[src/hdl/mpr_pkg.sv]
// mpr_pkg: shared widths, reset values, register indexes and stage payload types
// for the masked pixel to rgba8 converter. no dependencies.

package mpr_pkg;

    localparam int MASK_W         = 32;
    localparam int PIXEL_BITS_DEF = 32;
    localparam int CH_W           = 8;
    localparam int NUM_CH         = 3;
    localparam int QUO_W          = CH_W;
    localparam int NUM_W          = MASK_W + QUO_W;
    localparam int SH_W           = $clog2(MASK_W);
    localparam int IDX_W          = 2;

    localparam logic [MASK_W-1:0] RED_MASK_RST   = 32'h00FF_0000;
    localparam logic [MASK_W-1:0] GREEN_MASK_RST = 32'h0000_FF00;
    localparam logic [MASK_W-1:0] BLUE_MASK_RST  = 32'h0000_00FF;
    localparam logic [CH_W-1:0]   ALPHA_OPAQUE   = 8'hFF;

    typedef enum logic [IDX_W-1:0] {
        REG_RED_MASK   = 2'd0,
        REG_GREEN_MASK = 2'd1,
        REG_BLUE_MASK  = 2'd2
    } cfg_reg_t;

    typedef logic [MASK_W-1:0] mask_t;
    typedef mask_t [NUM_CH-1:0] mask_set_t;

    // channel bits shifted down, with the shifted mask as divisor
    typedef struct packed {
        logic [MASK_W-1:0] val;
        logic [MASK_W-1:0] max;
        logic              zero;
    } chan_unp_t;

    // partial remainder and quotient of the rounding division
    typedef struct packed {
        logic [NUM_W-1:0]  rem;
        logic [MASK_W-1:0] max;
        logic [QUO_W-1:0]  quo;
        logic              zero;
    } chan_div_t;

    typedef chan_unp_t [NUM_CH-1:0] unp_item_t;
    typedef chan_div_t [NUM_CH-1:0] div_item_t;

    // trailing zero count, zero for an empty mask
    function automatic logic [SH_W-1:0] trail_zeros(input logic [MASK_W-1:0] m);
        logic [SH_W-1:0] n;
        n = '0;
        for (int i = MASK_W - 1; i >= 0; i--)
        begin
            if (m[i])
            begin
                n = SH_W'(i);
            end
        end
        return n;
    endfunction

endpackage

[src/hdl/mpr_pixel_if.sv]
// mpr_pixel_if: valid/ready channel carrying one packed pixel word per item.
// no dependencies.

interface mpr_pixel_if;
    logic        valid;
    logic        ready;
    logic [31:0] pixel;

    modport source (output valid, output pixel, input ready);
    modport sink   (input valid, input pixel, output ready);
endinterface

[src/hdl/mpr_rgba_if.sv]
// mpr_rgba_if: valid/ready channel carrying one 8-bit rgba result per item.
// no dependencies.

interface mpr_rgba_if;
    logic       valid;
    logic       ready;
    logic [7:0] red;
    logic [7:0] green;
    logic [7:0] blue;
    logic [7:0] alpha;

    modport source (output valid, output red, output green, output blue, output alpha,
                    input ready);
    modport sink   (input valid, input red, input green, input blue, input alpha,
                    output ready);
endinterface

[src/hdl/mpr_unpack.sv]
// mpr_unpack: pipeline stage that extracts each channel's bits under its mask
// and shifts them and the mask down to bit 0. depends on mpr_pkg.

module mpr_unpack #(
    parameter int PIXEL_BITS = mpr_pkg::PIXEL_BITS_DEF
) (
    input  logic                     clk,
    input  logic                     rst_n,
    input  logic                     up_valid,
    output logic                     up_ready,
    input  logic [PIXEL_BITS-1:0]    pixel,
    input  mpr_pkg::mask_set_t       masks,
    output logic                     dn_valid,
    input  logic                     dn_ready,
    output mpr_pkg::unp_item_t       item
);

    localparam int MW = mpr_pkg::MASK_W;

    logic [MW-1:0]       pix_wide;
    mpr_pkg::unp_item_t  item_next;
    mpr_pkg::unp_item_t  item_reg;
    logic                valid_reg;

    assign pix_wide = MW'(pixel);

    always_comb
    begin
        for (int ch = 0; ch < mpr_pkg::NUM_CH; ch++)
        begin
            item_next[ch].val  = (pix_wide & masks[ch]) >> mpr_pkg::trail_zeros(masks[ch]);
            item_next[ch].max  = masks[ch] >> mpr_pkg::trail_zeros(masks[ch]);
            item_next[ch].zero = (masks[ch] == '0);
        end
    end

    assign up_ready = !valid_reg || dn_ready;

    always_ff @(posedge clk or negedge rst_n)
    begin
        if (!rst_n)
        begin
            valid_reg <= 1'b0;
        end
        else if (up_ready)
        begin
            valid_reg <= up_valid;
        end
    end

    always_ff @(posedge clk)
    begin
        if (up_ready && up_valid)
        begin
            item_reg <= item_next;
        end
    end

    assign dn_valid = valid_reg;
    assign item     = item_reg;

    // masked bits shifted down can never exceed the shifted mask
    for (genvar ch = 0; ch < mpr_pkg::NUM_CH; ch++)
    begin : g_chk
        assert property (@(posedge clk) disable iff (!rst_n)
            valid_reg && !item_reg[ch].zero |-> item_reg[ch].val <= item_reg[ch].max)
            else $error("unpacked channel value above its maximum");
    end

endmodule

[src/hdl/mpr_numer.sv]
// mpr_numer: pipeline stage that forms the rounding numerator v*255 + max/2
// for each channel. depends on mpr_pkg.

module mpr_numer (
    input  logic                 clk,
    input  logic                 rst_n,
    input  logic                 up_valid,
    output logic                 up_ready,
    input  mpr_pkg::unp_item_t   up_item,
    output logic                 dn_valid,
    input  logic                 dn_ready,
    output mpr_pkg::div_item_t   item
);

    localparam int NW = mpr_pkg::NUM_W;
    localparam int QW = mpr_pkg::QUO_W;

    mpr_pkg::div_item_t  item_next;
    mpr_pkg::div_item_t  item_reg;
    logic                valid_reg;

    // v*255 as v*256 - v
    always_comb
    begin
        for (int ch = 0; ch < mpr_pkg::NUM_CH; ch++)
        begin
            item_next[ch].rem  = {up_item[ch].val, {QW{1'b0}}} - NW'(up_item[ch].val)
                               + NW'(up_item[ch].max >> 1);
            item_next[ch].max  = up_item[ch].max;
            item_next[ch].quo  = '0;
            item_next[ch].zero = up_item[ch].zero;
        end
    end

    assign up_ready = !valid_reg || dn_ready;

    always_ff @(posedge clk or negedge rst_n)
    begin
        if (!rst_n)
        begin
            valid_reg <= 1'b0;
        end
        else if (up_ready)
        begin
            valid_reg <= up_valid;
        end
    end

    always_ff @(posedge clk)
    begin
        if (up_ready && up_valid)
        begin
            item_reg <= item_next;
        end
    end

    assign dn_valid = valid_reg;
    assign item     = item_reg;

endmodule

[src/hdl/mpr_div_step.sv]
// mpr_div_step: one restoring division stage, resolving quotient bit BIT of
// each channel's scaled value. depends on mpr_pkg.

module mpr_div_step #(
    parameter int BIT = 0
) (
    input  logic                 clk,
    input  logic                 rst_n,
    input  logic                 up_valid,
    output logic                 up_ready,
    input  mpr_pkg::div_item_t   up_item,
    output logic                 dn_valid,
    input  logic                 dn_ready,
    output mpr_pkg::div_item_t   item
);

    localparam int NW = mpr_pkg::NUM_W;

    logic [NW-1:0] divs [mpr_pkg::NUM_CH];
    mpr_pkg::div_item_t  item_next;
    mpr_pkg::div_item_t  item_reg;
    logic                valid_reg;

    always_comb
    begin
        item_next = up_item;
        for (int ch = 0; ch < mpr_pkg::NUM_CH; ch++)
        begin
            divs[ch] = NW'(up_item[ch].max) << BIT;
            if (up_item[ch].rem >= divs[ch])
            begin
                item_next[ch].rem      = up_item[ch].rem - divs[ch];
                item_next[ch].quo[BIT] = 1'b1;
            end
        end
    end

    assign up_ready = !valid_reg || dn_ready;

    always_ff @(posedge clk or negedge rst_n)
    begin
        if (!rst_n)
        begin
            valid_reg <= 1'b0;
        end
        else if (up_ready)
        begin
            valid_reg <= up_valid;
        end
    end

    always_ff @(posedge clk)
    begin
        if (up_ready && up_valid)
        begin
            item_reg <= item_next;
        end
    end

    assign dn_valid = valid_reg;
    assign item     = item_reg;

    // remainder stays below the divisor at this bit position
    for (genvar ch = 0; ch < mpr_pkg::NUM_CH; ch++)
    begin : g_chk
        assert property (@(posedge clk) disable iff (!rst_n)
            valid_reg && !item_reg[ch].zero |->
                item_reg[ch].rem < (NW'(item_reg[ch].max) << BIT))
            else $error("division remainder out of bound");
    end

endmodule

[src/hdl/masked_pixel_to_rgba8.sv]
// masked_pixel_to_rgba8: top level, mask registers, input capture, division
// pipeline and output register. depends on mpr_pkg, mpr_pixel_if, mpr_rgba_if,
// mpr_unpack, mpr_numer and mpr_div_step.
//
// usage: packed pixel words come in on pix, one per item; each gives one rgba
// item on rgba. the three channel masks are written through cfg_write,
// cfg_index and cfg_data while no item is in flight; an index of three is ignored.
// every stage is a valid/ready register: input capture, mask unpack, numerator,
// eight division stages (one quotient bit each), output register.
// throughput: one item per cycle while rgba.ready stays high, since the divider
// resolves one quotient bit per stage; a new item may be taken before the
// previous one reaches rgba.
// reset: masks return to red 0x00ff0000, green 0x0000ff00, blue 0x000000ff
// and the pipeline empties.
// stall: while rgba.ready is low the output item holds, items behind it
// close up empty stages, and pix.ready drops only once every stage is full.

module masked_pixel_to_rgba8 #(
    parameter int PIXEL_BITS = mpr_pkg::PIXEL_BITS_DEF
) (
    input  logic                         clk,
    input  logic                         rst_n,
    mpr_pixel_if.sink                    pix,
    mpr_rgba_if.source                   rgba,
    input  logic                         cfg_write,
    input  logic [mpr_pkg::IDX_W-1:0]    cfg_index,
    input  logic [mpr_pkg::MASK_W-1:0]   cfg_data
);

    localparam int QW = mpr_pkg::QUO_W;

    logic [mpr_pkg::MASK_W-1:0] red_mask_reg;
    logic [mpr_pkg::MASK_W-1:0] green_mask_reg;
    logic [mpr_pkg::MASK_W-1:0] blue_mask_reg;
    mpr_pkg::mask_set_t         masks;

    logic                       pix_valid_reg;
    logic [PIXEL_BITS-1:0]      pix_reg;
    logic                       pix_ready;

    logic                       unp_valid;
    logic                       unp_ready;
    mpr_pkg::unp_item_t         unp_item;

    logic                       stage_valid [QW+1];
    logic                       stage_ready [QW+2];
    mpr_pkg::div_item_t         stage_item  [QW+1];

    logic                       out_valid_reg;
    logic                       out_ready;
    logic [mpr_pkg::CH_W-1:0]   red_reg;
    logic [mpr_pkg::CH_W-1:0]   green_reg;
    logic [mpr_pkg::CH_W-1:0]   blue_reg;
    mpr_pkg::div_item_t         last_item;

    // mask registers
    always_ff @(posedge clk or negedge rst_n)
    begin
        if (!rst_n)
        begin
            red_mask_reg   <= mpr_pkg::RED_MASK_RST;
            green_mask_reg <= mpr_pkg::GREEN_MASK_RST;
            blue_mask_reg  <= mpr_pkg::BLUE_MASK_RST;
        end
        else if (cfg_write)
        begin
            unique case (cfg_index)
                mpr_pkg::REG_RED_MASK:   red_mask_reg   <= cfg_data;
                mpr_pkg::REG_GREEN_MASK: green_mask_reg <= cfg_data;
                mpr_pkg::REG_BLUE_MASK:  blue_mask_reg  <= cfg_data;
                default:                 ;
            endcase
        end
    end

    assign masks[0] = red_mask_reg;
    assign masks[1] = green_mask_reg;
    assign masks[2] = blue_mask_reg;

    // input capture, only the low pixel bits are kept
    assign pix_ready = !pix_valid_reg || unp_ready;
    assign pix.ready = pix_ready;

    always_ff @(posedge clk or negedge rst_n)
    begin
        if (!rst_n)
        begin
            pix_valid_reg <= 1'b0;
        end
        else if (pix_ready)
        begin
            pix_valid_reg <= pix.valid;
        end
    end

    always_ff @(posedge clk)
    begin
        if (pix_ready && pix.valid)
        begin
            pix_reg <= pix.pixel[PIXEL_BITS-1:0];
        end
    end

    mpr_unpack #(
        .PIXEL_BITS (PIXEL_BITS)
    ) u_unpack (
        .clk      (clk),
        .rst_n    (rst_n),
        .up_valid (pix_valid_reg),
        .up_ready (unp_ready),
        .pixel    (pix_reg),
        .masks    (masks),
        .dn_valid (unp_valid),
        .dn_ready (stage_ready[0]),
        .item     (unp_item)
    );

    mpr_numer u_numer (
        .clk      (clk),
        .rst_n    (rst_n),
        .up_valid (unp_valid),
        .up_ready (stage_ready[0]),
        .up_item  (unp_item),
        .dn_valid (stage_valid[0]),
        .dn_ready (stage_ready[1]),
        .item     (stage_item[0])
    );

    // quotient bits from the top down
    for (genvar i = 0; i < QW; i++)
    begin : g_div
        mpr_div_step #(
            .BIT (QW - 1 - i)
        ) u_step (
            .clk      (clk),
            .rst_n    (rst_n),
            .up_valid (stage_valid[i]),
            .up_ready (stage_ready[i+1]),
            .up_item  (stage_item[i]),
            .dn_valid (stage_valid[i+1]),
            .dn_ready (stage_ready[i+2]),
            .item     (stage_item[i+1])
        );
    end

    // the last division stage hands to the output register
    assign last_item = stage_item[QW];
    assign stage_ready[QW+1] = out_ready;
    assign out_ready = !out_valid_reg || rgba.ready;

    always_ff @(posedge clk or negedge rst_n)
    begin
        if (!rst_n)
        begin
            out_valid_reg <= 1'b0;
        end
        else if (out_ready)
        begin
            out_valid_reg <= stage_valid[QW];
        end
    end

    // a zero mask gives zero
    always_ff @(posedge clk)
    begin
        if (out_ready && stage_valid[QW])
        begin
            red_reg   <= last_item[0].zero ? '0 : last_item[0].quo;
            green_reg <= last_item[1].zero ? '0 : last_item[1].quo;
            blue_reg  <= last_item[2].zero ? '0 : last_item[2].quo;
        end
    end

    assign rgba.valid = out_valid_reg;
    assign rgba.red   = red_reg;
    assign rgba.green = green_reg;
    assign rgba.blue  = blue_reg;
    assign rgba.alpha = mpr_pkg::ALPHA_OPAQUE;

    // with the output empty, every stage must be able to take an item
    assert property (@(posedge clk) disable iff (!rst_n)
        !out_valid_reg |-> pix_ready)
        else $error("input blocked while output register is empty");

    assert property (@(posedge clk) disable iff (!rst_n)
        cfg_write && (cfg_index == mpr_pkg::REG_RED_MASK) |=>
            red_mask_reg == $past(cfg_data))
        else $error("red mask write not taken");

endmodule

[src/flat_wrapper.sv]
// flat-port wrapper written by rule: the top's interface ports become plain ports
module masked_pixel_to_rgba8_flat 
#(
    parameter int PIXEL_BITS = mpr_pkg::PIXEL_BITS_DEF
)
  (clk, rst_n, cfg_write, cfg_index, cfg_data, pix_valid, pix_pixel, pix_ready, rgba_valid, rgba_red, rgba_green, rgba_blue, rgba_alpha, rgba_ready);
  mpr_pixel_if pix_i ();
  mpr_rgba_if rgba_i ();
  input  logic clk;
  input  logic rst_n;
  input  logic cfg_write;
  input  logic [mpr_pkg::IDX_W-1:0] cfg_index;
  input  logic [mpr_pkg::MASK_W-1:0] cfg_data;
  input wire logic [$bits(pix_i.valid)-1:0] pix_valid;
  input wire logic [$bits(pix_i.pixel)-1:0] pix_pixel;
  output wire logic [$bits(pix_i.ready)-1:0] pix_ready;
  output wire logic [$bits(rgba_i.valid)-1:0] rgba_valid;
  output wire logic [$bits(rgba_i.red)-1:0] rgba_red;
  output wire logic [$bits(rgba_i.green)-1:0] rgba_green;
  output wire logic [$bits(rgba_i.blue)-1:0] rgba_blue;
  output wire logic [$bits(rgba_i.alpha)-1:0] rgba_alpha;
  input wire logic [$bits(rgba_i.ready)-1:0] rgba_ready;
  assign pix_i.valid = pix_valid;
  assign pix_i.pixel = pix_pixel;
  assign pix_ready = pix_i.ready;
  assign rgba_valid = rgba_i.valid;
  assign rgba_red = rgba_i.red;
  assign rgba_green = rgba_i.green;
  assign rgba_blue = rgba_i.blue;
  assign rgba_alpha = rgba_i.alpha;
  assign rgba_i.ready = rgba_ready;
  masked_pixel_to_rgba8 #(.PIXEL_BITS(PIXEL_BITS)) u_core (.clk(clk), .rst_n(rst_n), .pix(pix_i), .rgba(rgba_i), .cfg_write(cfg_write), .cfg_index(cfg_index), .cfg_data(cfg_data));
endmodule
[config.mk]
export PLATFORM = sky130hd
export DESIGN_NAME = masked_pixel_to_rgba8_flat
export DESIGN_NICKNAME = d
export VERILOG_FILES = /design/src/hdl/mpr_pkg.sv /design/src/hdl/mpr_pixel_if.sv /design/src/hdl/mpr_rgba_if.sv /design/src/hdl/mpr_unpack.sv /design/src/hdl/mpr_numer.sv /design/src/hdl/mpr_div_step.sv /design/src/hdl/masked_pixel_to_rgba8.sv /design/src/flat_wrapper.sv
export SDC_FILE = /design/constraint.sdc
export NUM_CORES = 2
export LEC_CHECK = 0
export BUFFER_PORTS_ARGS = -buffer_cell sky130_fd_sc_hd__buf_4
export CORE_UTILIZATION = 60
export CTS_BUF_LIST = sky130_fd_sc_hd__clkbuf_4
export DETAILED_ROUTE_END_ITERATION = 8
export GPL_ROUTABILITY_DRIVEN = 0
export PLACE_DENSITY = 0.79
export SLEW_MARGIN = 20
export SYNTH_ARGS = -nofsm -noshare
export SYNTH_HDL_FRONTEND = slang
export SYNTH_HIERARCHICAL = 1
export SYNTH_SLANG_ARGS = --single-unit
[constraint.sdc]
create_clock -name clk -period 9.9 [get_ports clk]
set_clock_uncertainty 0.1 [all_clocks]
set_input_delay 1.485 -clock clk [delete_from_list [all_inputs] [get_ports clk]]
set_output_delay 1.485 -clock clk [all_outputs]
set_load 0.05 [all_outputs]
==> metrics.md <==
| Metric | Value |
|---|---|
| Sw Share | 0.418 |
| Max-cap violations | 0 |
| Die height | 490 microns |
| Required @ worst endpoint | 8.32 ns |
| Drt drc | 0 |
| Horizontal extent of the die | approximately 490 microns |
| Largest register FFs | 1,728 |
| Worst path cell trace | nand2b_1 > nand2b_1 > nand2b_1 > nand2b_1 > nand2b_1 > nand2b_1 > nand2b_1 > nand2b_1 > nand2b_1 > nand2b_1 > nand2b_1 > nand2b_1 > buf_4 |
| Reg-to-Reg End | u_core/u_unpack/item[113] |
| Gr ovfl total | 0 |
| Final setup fails | 0 |
| Slew margin rel. | 0.312 |
| Number of synthesis warnings | 6 |
| DP HPWL | ~240 mm |
| Via count | ~110k |
| Nets@finish | 15.1k |
| R2R setup slack | 5.21 ns |
| Power per cell area | 362 mW/mm^2 |
| Combinational share of power | 0.525 |
| CTS H-Tree Depth | 6 |
| Clk root buf | clkbuf_4 |
| DR pass1 iterations | 7 |
| Clock power share | 0.141 |
| Critical path data arrival time | 4.76 ns |
| Mapped Area | 0.143 sq mm |
| Crit Path Class | reg -> out |
| Setup crit end kind | output port |
| Syn_area_per_cell | 10.4 sq um |
| CTS Buf Count | about 600 |
| Total GRT Usage | 0.264 |
| Worst path slowest cell | dfrtp_1 |
| First-pass GRT wire length | 518 mm |
| Hold buffer count at CTS | 33 |
| Critical Path Sink | pix_ready |
| Worst skew pair latency | 1.48 ns |
| CTS tree | done |
| Most frequent cells in the layout | edfxtp_1, inv_1, a21oi_1 |
| Status | finished clean |
| Fin cells | 17.6k |
| DR vias/cell | around 6.0 |
| Clk slew on worst S/H paths | 0.06 ns |
| Max-slew violation count | 0 |
| Leak | 63.1 nW |
| Unrepaired setup endpoints after global routing | no |
| Area of the core | between 0.2 and 0.25 sq mm |
| Final period util | 0.641 |
| Die area | about 0.24 sq mm |
| Fin Hold WS | about 0.15 ns |
| Slowest stage delay, CP | between 0.3 and 0.4 ns |
| Seq pwr share | 0.334 |
| Pwr Total | between 50 and 60 mW |
| DRT iter0 DRCs | a little over 10k |
| Share of layout cells above drive strength 1 | 0.105 |
| Worst r2r src | u_core/rgba.valid |
| Initial core utilization | 0.606 |
| Internal power | 32.3 mW |
| Commonest non-fill, non-tap cell in the layout | edfxtp_1 |
| Port-buffer cells | 96 |
| Pin count of the biggest net entering global routing | 176 |
| Post-Route WL | 325 mm |
| IO Pins | 105 |
| Peak VDD IR | 0.220 mV |
| CTS max path bufs | 4 |
| Cell count after synthesis | 13.8k |
| Cts repair resizes | 0 |
| Initial antenna violation count | 5 |
| Placed Instances | between 15k and 20k |
| Crit path time final | 6.35 ns |
| Antenna viol nets, final | 0 |
| Area growth syn-to-layout | 7.31% |
| Hold Crit Class | in -> reg |
| Switch Pwr | 23.2 mW |
| Final setup TNS | 0 ns |
| Vias in the first global route | 101k |
| Total clock sinks | roughly 2.3k |
| Wirelength per Cell | about 18 microns |
| Row Count | 178 |
| Fmax | roughly 0.16 GHz |
| Reg2reg path depth | 13 |
| Crit path top cell by count | nand2b_1 |
| Crit path max fanout | 3 |
| Post-CTS Repair Setup Buffers | 0 |
| Final hold vios | 0 |
| Hold Path Depth | 2 |
| Worst slew pin tran | 1.01 ns |
| Startpoint types | flip-flop |
| Critical path launch point | u_core/rgba.valid |
worst max-delay path: cells and delay by family, from the launching register on:
family                 cells  cell delay (ns)
AND/OR/NAND/NOR           12             2.81
flip-flops                 1             0.34
buffers and inverters      1             0.21
metal layers:
| metal | vias up | share of wire | global-route usage |
|---|---|---|---|
| met2 | 4836 | 0.44 | 0.402 |
| li1 | 51139 | - | - |
| met3 | 917 | 0.078 | 0.0420 |
| met5 | - | 0.000040 | 0 |
| met4 | 2 | 0.047 | 0.133 |
| met1 | 49023 | 0.44 | 0.367 |
how the worst min path moves through the flow:
stage / to / from / slack, ns
floorplan: u_core/g_div[0].u_step/item[0] / u_core/u_numer/item[0] / 0.30
global placement: u_core/g_div[5].u_step/item[81] / u_core/g_div[4].u_step/item[81] / 0.30
detailed placement: u_core/g_div[2].u_step/item[5] / u_core/g_div[1].u_step/item[5] / 0.30
CTS: u_core/red_mask_reg[24] / cfg_data[24] / 0.01
global route: u_core/pix_valid_reg / pix_valid / 0.08
finish: u_core/pix_valid_reg / pix_valid / 0.15
through the flow:
step | util | setup slack, ns | cell area, sq um
2_1_floorplan | - | 1.07 | 143000
3_3_place_gp | 0.618 | 3.75 | 146000
3_5_place_dp | 0.618 | 3.86 | 146000
4_1_cts | 0.650 | 3.56 | 153000
5_1_grt | 0.650 | 3.28 | 153000
6_report | 0.650 | 3.55 | 153000
cell type report:
type | count | area (sq um)
antenna | 6 | 15.0
clock buffer | 810 | 6080
clock inverter | 180 | 1150
fill | 17996 | 82600
inverter | 1290 | 4840
multi-input combinational | 9650 | 67000
sequential | 2306 | 68700
tap | 3150 | 3940
timing repair buffer | 198 | 1680
power groups by stage:
stage | sequential, mW | clock (mW) | combinational [mW]
6_report | 18.6 | 7.86 | 29.1
5_1_grt | 18.8 | 8.57 | 32.3
4_1_cts | 18.5 | 8.10 | 28.7
3_5_place_dp | 18.6 | 0 | 28.5
3_3_place_gp | 18.6 | 0 | 27.8
2_1_floorplan | 17.8 | 0 | 22.9
No activity file was read; power rests on OpenSTA's default activity.
